--- src/rtl/wbps_pkg.sv ---
// Shared types and constants for the wildcard byte pattern scanner.
`default_nettype none
package wbps_pkg;

  localparam int unsigned MaxPattern  = 16;
  localparam int unsigned OffsetBits  = 32;
  localparam int unsigned MatchOffW   = 32;
  localparam int unsigned CfgDataW    = 64;
  localparam int unsigned CfgIdxW     = 2;
  localparam int unsigned PatFieldW   = 5;
  localparam int unsigned LenW        = $clog2(MaxPattern + 1);
  localparam int unsigned WinIdxW     = (MaxPattern > 1) ? $clog2(MaxPattern) : 1;

  typedef enum logic [CfgIdxW-1:0] {
    RegPatLow   = 2'd0,
    RegPatHigh  = 2'd1,
    RegWildMask = 2'd2,
    RegPatLen   = 2'd3
  } cfg_reg_e;

  typedef struct packed {
    logic [7:0] data_byte;
    logic       last_byte;
  } in_t;

  typedef struct packed {
    logic                 found;
    logic [MatchOffW-1:0] match_offset;
  } out_t;

  typedef logic [MaxPattern-1:0][7:0] window_t;

  typedef struct packed {
    window_t               pattern;
    logic [MaxPattern-1:0] wild;
    logic [LenW-1:0]       pat_len;
  } cfg_t;

endpackage
`default_nettype wire

--- src/rtl/wbps_cfg.sv ---
// Configuration register file: pattern bytes, wildcard mask, clamped pattern length.
`default_nettype none
module wbps_cfg (
  input  wire logic                          clk_i,
  input  wire logic                          rst_ni,
  input  wire logic                          we_i,
  input  wire logic [wbps_pkg::CfgIdxW-1:0]  idx_i,
  input  wire logic [wbps_pkg::CfgDataW-1:0] wdata_i,
  output wbps_pkg::cfg_t                     cfg_o
);
  import wbps_pkg::*;

  logic [63:0]         pat_low_q, pat_high_q;
  logic [15:0]         wild_q;
  logic [LenW-1:0]     len_q;
  logic [127:0]        pat_all;

  // zero reads as one, anything past the window depth as the full depth
  function automatic logic [LenW-1:0] clamp_len(input logic [PatFieldW-1:0] l);
    logic [LenW-1:0] r;
    if (l == '0) begin
      r = LenW'(1);
    end else if (32'(l) > MaxPattern) begin
      r = LenW'(MaxPattern);
    end else begin
      r = LenW'(l);
    end
    return r;
  endfunction

  always_ff @(posedge clk_i or negedge rst_ni) begin
    if (!rst_ni) begin
      pat_low_q  <= '0;
      pat_high_q <= '0;
      wild_q     <= '0;
      len_q      <= LenW'(1);
    end else if (we_i) begin
      unique case (cfg_reg_e'(idx_i))
        RegPatLow:   pat_low_q  <= wdata_i[63:0];
        RegPatHigh:  pat_high_q <= wdata_i[63:0];
        RegWildMask: wild_q     <= wdata_i[15:0];
        RegPatLen:   len_q      <= clamp_len(wdata_i[PatFieldW-1:0]);
        default: ;
      endcase
    end
  end

  assign pat_all = {pat_high_q, pat_low_q};

  always_comb begin
    for (int i = 0; i < MaxPattern; i++) begin
      cfg_o.pattern[i] = pat_all[8*i +: 8];
      cfg_o.wild[i]    = wild_q[i];
    end
    cfg_o.pat_len = len_q;
  end

endmodule
`default_nettype wire

--- src/rtl/wbps_cmp.sv ---
// Parallel window compare: does the pattern end at the newest window byte.
`default_nettype none
module wbps_cmp (
  input  wire wbps_pkg::window_t window_i,
  input  wire wbps_pkg::cfg_t    cfg_i,
  output logic                   match_o
);
  import wbps_pkg::*;

  logic [MaxPattern-1:0] pos_ok;
  logic [LenW-1:0]       idx [MaxPattern];

  // pattern byte i lines up with window entry len-1-i (entry 0 is newest)
  always_comb begin
    for (int i = 0; i < MaxPattern; i++) begin
      idx[i] = cfg_i.pat_len - LenW'(i) - LenW'(1);
      if (LenW'(i) >= cfg_i.pat_len) begin
        pos_ok[i] = 1'b1;
      end else begin
        pos_ok[i] = cfg_i.wild[i] ||
                    (window_i[idx[i][WinIdxW-1:0]] == cfg_i.pattern[i]);
      end
    end
    match_o = &pos_ok;
  end

endmodule
`default_nettype wire

--- src/rtl/wildcard_byte_pattern_scanner_top.sv ---
// Top level: input register, window/count state, compare, output register.
// Path: a byte is held in the input register; any result it yields is registered in the output register.
// Throughput: one byte per cycle while the output side takes results.
// With both registers full, in_ready_o follows out_ready_i.
// Reset: window, byte count, match flag and both pipeline valid flags clear;
// configuration returns to pattern zero, no wildcards, pattern length one.
`default_nettype none
module wildcard_byte_pattern_scanner_top (
  input  wire logic                          clk_i,
  input  wire logic                          rst_ni,
  input  wire logic                          in_valid_i,
  output logic                               in_ready_o,
  input  wire wbps_pkg::in_t                 in_data_i,
  output logic                               out_valid_o,
  input  wire logic                          out_ready_i,
  output wbps_pkg::out_t                     out_data_o,
  input  wire logic                          cfg_we_i,
  input  wire logic [wbps_pkg::CfgIdxW-1:0]  cfg_idx_i,
  input  wire logic [wbps_pkg::CfgDataW-1:0] cfg_wdata_i
);
  import wbps_pkg::*;

  localparam logic [OffsetBits-1:0] SeenMax = '1;

  cfg_t                  cfg;
  logic                  st_valid_q;
  in_t                   st_data_q;
  window_t               window_q, window_d;
  logic [OffsetBits-1:0] seen_q, seen_d;
  logic                  reported_q;
  logic                  out_valid_q;
  out_t                  out_data_q;

  logic                  advance;
  logic                  cmp_match;
  logic                  hit, emit;
  logic [OffsetBits-1:0] offset_full;

  wbps_cfg u_cfg (
    .clk_i   (clk_i),
    .rst_ni  (rst_ni),
    .we_i    (cfg_we_i),
    .idx_i   (cfg_idx_i),
    .wdata_i (cfg_wdata_i),
    .cfg_o   (cfg)
  );

  always_comb begin
    window_d[0] = st_data_q.data_byte;
    for (int k = 1; k < MaxPattern; k++) begin
      window_d[k] = window_q[k-1];
    end
    seen_d = (seen_q == SeenMax) ? seen_q : seen_q + OffsetBits'(1);
  end

  wbps_cmp u_cmp (
    .window_i (window_d),
    .cfg_i    (cfg),
    .match_o  (cmp_match)
  );

  assign advance     = st_valid_q && (!out_valid_q || out_ready_i);
  assign in_ready_o  = !st_valid_q || advance;
  assign hit         = !reported_q && cmp_match && (seen_d >= OffsetBits'(cfg.pat_len));
  assign emit        = hit || (!reported_q && st_data_q.last_byte);
  assign offset_full = seen_d - OffsetBits'(cfg.pat_len);

  always_ff @(posedge clk_i or negedge rst_ni) begin
    if (!rst_ni) begin
      st_valid_q  <= 1'b0;
      window_q    <= '0;
      seen_q      <= '0;
      reported_q  <= 1'b0;
      out_valid_q <= 1'b0;
    end else begin
      if (in_ready_o) begin
        st_valid_q <= in_valid_i;
      end
      if (advance) begin
        out_valid_q <= emit;
        if (st_data_q.last_byte) begin
          window_q   <= '0;
          seen_q     <= '0;
          reported_q <= 1'b0;
        end else if (!reported_q) begin
          window_q   <= window_d;
          seen_q     <= seen_d;
          reported_q <= hit;
        end
      end else if (out_ready_i) begin
        out_valid_q <= 1'b0;
      end
    end
  end

  always_ff @(posedge clk_i) begin
    if (in_ready_o && in_valid_i) begin
      st_data_q <= in_data_i;
    end
    if (advance && emit) begin
      out_data_q.found        <= hit;
      out_data_q.match_offset <= hit ? MatchOffW'(offset_full) : '0;
    end
  end

  assign out_valid_o = out_valid_q;
  assign out_data_o  = out_data_q;

  // a not-found result always carries a zero offset
  assert property (@(posedge clk_i) disable iff (!rst_ni)
    out_valid_o && !out_data_o.found |-> out_data_o.match_offset == '0)
    else $error("not-found result with nonzero offset");

  // the final byte of a dump leaves the count and match flag cleared
  assert property (@(posedge clk_i) disable iff (!rst_ni)
    advance && st_data_q.last_byte |=> seen_q == '0 && !reported_q)
    else $error("dump state not cleared after final byte");

  // a reported match implies at least one byte counted in this dump
  assert property (@(posedge clk_i) disable iff (!rst_ni)
    reported_q |-> seen_q != '0)
    else $error("match flag set with empty dump");

  // a stalled output never lets the staged transaction advance
  assert property (@(posedge clk_i) disable iff (!rst_ni)
    out_valid_q && !out_ready_i |-> !advance)
    else $error("stage advanced into stalled output");

endmodule
`default_nettype wire
--- config.mk ---
export PLATFORM = sky130hd
export DESIGN_NAME = wildcard_byte_pattern_scanner_top
export DESIGN_NICKNAME = d
export VERILOG_FILES = /design/src/rtl/wbps_pkg.sv /design/src/rtl/wbps_cfg.sv /design/src/rtl/wbps_cmp.sv /design/src/rtl/wildcard_byte_pattern_scanner_top.sv
export SDC_FILE = /design/constraint.sdc
export NUM_CORES = 1
export LEC_CHECK = 0
export BUFFER_PORTS_ARGS = -buffer_cell sky130_fd_sc_hd__buf_2
export CORE_UTILIZATION = 25
export DETAILED_ROUTE_END_ITERATION = 8
export GPL_ROUTABILITY_DRIVEN = 0
export PLACE_DENSITY = 0.43
export SETUP_SLACK_MARGIN = 0.3
export SKIP_LAST_GASP = 1
export SYNTH_ARGS = -nofsm -noshare
export SYNTH_HDL_FRONTEND = slang
export SYNTH_SLANG_ARGS = --single-unit
--- constraint.sdc ---
create_clock -name clk_i -period 6.91 [get_ports clk_i]
set_input_delay 0.691 -clock clk_i [delete_from_list [all_inputs] [get_ports clk_i]]
set_output_delay 0.691 -clock clk_i [all_outputs]
set_load 0.02 [all_outputs]
==> results.yml <==
clock_network:
  numCtsBuffers: 43
  path_clk_slew_ns: 0.06
  cts_setup_buffers: 0
  clockBufferDepth: 3
  insertion_delay_ns: 0.61
  htree_levels: 2
  clockRootBuffer: "clkbuf_16"
  cts_tree: "built"
  clock-sinks: 346
pwr:
  peakVddDrop_v: 0.000163
  cellPowerDensity_mw_per_mm2: 265
  p_leak_nw: 11.4
logic_synthesis:
  synthCells: 2297
  synth_cell_type_count: 80
  synth_edf_count: 42
  synth.avg_cell_area_sq_um: 11.4
  yosys.area.top_type: "dfrtp_1"
  yosys_most_used_dff: "dfrtp_1"
  ys_async_sr_fraction_pct: 87.9
  yosysSeqAreaShare_pct: 33.9
  ys_top_cells_by_area: "dfrtp_1, mux4_2, mux2i_1"
  syn-cell-area_sq_mm: 0.0262
  syn_nets: 2398
  ys.warnings.count: 0
  synth_top_area_share_pct: 28.9
  yosysMostFrequentCell: "dfrtp_1"
  synth_common_cells: "dfrtp_1, mux2i_1, mux4_2"
  synth-seq-cells: 346
cells_and_area:
  finish.instance_area_sq_mm: 0.0296
  fin_cells: 3723
  n_fill_cell: 10700
  syn_to_final_growth_pct: 12.8
  final_layout_size_suffix_gt1_share_pct: 28.1
  layout.nets: 2413
  final_core_util_pct: 28.5
floorplan:
  io_pins: 115
  rows: 118
  core_sq_mm: 0.104
  dieArea_sq_mm: 0.106
  start_util_pct: 25.3
  die_x_microns: 326
  die_h_microns: 326
critical_path:
  slowest_delay_ns: 0.91
  worstSetupPathType: "reg2reg"
  worst_setup_path_start_kind: "register"
  crit_path_top_delay_cell: "nor4_1"
  crit_family: "simple AND/OR/NAND/NOR gates"
  cp_max_fo: 120
  rrSetupSlack_ns: 0.92
  arrival_ns: 6.27
  cp_cell_sequence: "buf_12 -> mux4_2 -> mux2i_1 -> mux2i_1 -> xnor2_1 -> o211ai_1 -> nor4_1 -> o32ai_1 -> nor4b_2 -> buf_4 -> a41oi_1 -> nor3_4 -> buf_12"
  critPathRequiredTime_ns: 7.19
  path_buf_inv: 3
  cp-end-kind: "register"
drt:
  drt-total-wl_microns: 100000
  routed_via_density: 5.61
  drc: 0
  routedWlPerCell_microns: 26.9
  antenna_left: 0
  drtIter0Drc: 2175
  drt_first_pass_iters: 8
  route.vias.total: 20900
global_routing:
  grt_pass1_wl_microns: 147000
  grt_overflow: 0
  grt_pass1_vias: 20400
  grt_antenna_before_repair: 5
  grt_usage_pct: 18.6
  grt_max_degree: 174
sta:
  tightest_slew_ns: 1.34
  finalSetupViolCount: 0
  fin_tns_setup_ns: 0
  max_freq_mhz: 167
  min_period_ns: 5.99
  finalCritPeriodShare_pct: 86.7
  max_slew_margin_pct: 10.5
  rsz0062_at_grt: "no"
  skew_ns: 0.0380
  final_hold_viol_count: 0
  drv_slew: 0
status:
  outcome: "finished, final reports clean"
placement:
  dpl.hpwl_microns: 73300
  io_buffers: 114
  dp_cells: 3647
  place_area_sq_mm: 0.0281
flow_run:
  drv_cap: 0
min_path:
  hold_class: "in2async"
stage by stage:
step | hold slack [ns] | power [mW] | setup WS (ns)
floorplan | 0.395 | 4.54 | 0.452
global placement | 0.488 | 5.51 | 0.840
detailed placement | 0.497 | 5.53 | 0.748
CTS | 0.120 | 7.86 | 0.726
global route | 0.164 | 8.19 | 0.451
finish | 0.0971 | 7.83 | 0.916
sequential cells by signal, summed over array words and instances (netlist names):
register	cells
out_data_o	33
window_d	120
u_cfg.pat_high_q	64
out_valid_o	1
reported_q	1
u_cfg.wild_q	16
u_cfg.len_q	5
st_data_q	9
u_cfg.pat_low_q	64
st_valid_q	1
seen_q	32
path summary, 6_finish.rpt:
path,start,to,cells after the start
max in group asynchronous,rst_ni,u_cfg.len_q[2],2
min in group clk_i,in_data_i[1],st_data_q[1],1
worst max register to register,u_cfg.len_q[0],out_data_o[23],13
worst min-delay path,rst_ni,seen_q[13],1
worst max-delay path,u_cfg.len_q[0],out_data_o[23],13
worst min register to register,u_cfg.wild_q[1],u_cfg.wild_q[1],1
placed cells by master (no fill, tap or decap), drive strengths merged, types with 9 or more instances in the layout:
master / instances
dfrtp: 303
mux2i: 226
mux4: 191
mux2: 188
buf: 169
a22o: 125
nand3: 117
xor2: 110
xnor2: 106
nand2: 103
nor2: 100
o21ai: 68
clkbuf: 62
a21oi: 52
nor3: 45
edfxtp: 42
nand4: 34
nor4: 26
inv: 22
ha: 20
a31oi: 14
o211ai: 13
nand2b: 12
or3: 11
a22oi: 11
o31ai: 11
o22ai: 11
and2: 9
nand3b: 9
a2111oi: 9
final cells by class:
cell class | instances | area (sq um) | share of cell area, %
Clock buffer | 62 | 1270 | 4.30
Timing Repair Buffer | 169 | 1060 | 3.57
Inverter | 20 | 75.1 | 0.254
Tap cell | 1380 | 1730 | 5.84
Sequential cell | 346 | 8880 | 30.0
Antenna cell | 1 | 2.50 | 0.00847
Multi-Input combinational cell | 1732 | 16400 | 55.5
Clock inverter | 13 | 129 | 0.436
metal layers:
metal / routed length (microns) / GRT usage [%] / vias to the layer above / part of all wire [%]
met5: 13 / 0 / - / 0.013
met4: 3780 / 6.69 / 2 / 3.8
met3: 7030 / 3.07 / 164 / 7.0
met2: 45000 / 28.7 / 971 / 45
met1: 44300 / 26.1 / 10800 / 44
li1: - / - / 8892 / -
cells by family (layout without fill, tap and decap cells):
group           after synthesis  in the layout  share of synthesized area, %
other cells                   0              1                             0
simple gates                508            508                          9.90
mux                         605            605                          33.1
fa+ha+maj                    21             21                          1.03
compound gates              380            380                          10.6
flops                       346            346                          33.9
xor+xnor                    218            218                          7.52
buf+inv                     219            264                          3.98
power breakdown:
part,total (mW),leakage (nW),internal (mW),switching [mW]
Sequential,2.60,4.31,2.28,0.321
Clock,2.29,0.687,1.35,0.944
Combinational,2.94,6.43,1.21,1.73
Total,7.83,11.4,4.84,2.99
timing repair:
| item | CTS | global route |
|---|---|---|
| endpoints found under the setup margin | 0 | 48 |
| hold buffers | 0 | 0 |
| gates resized for setup | 0 | 2 |
Note: power is estimated with default switching activity, not from simulation.
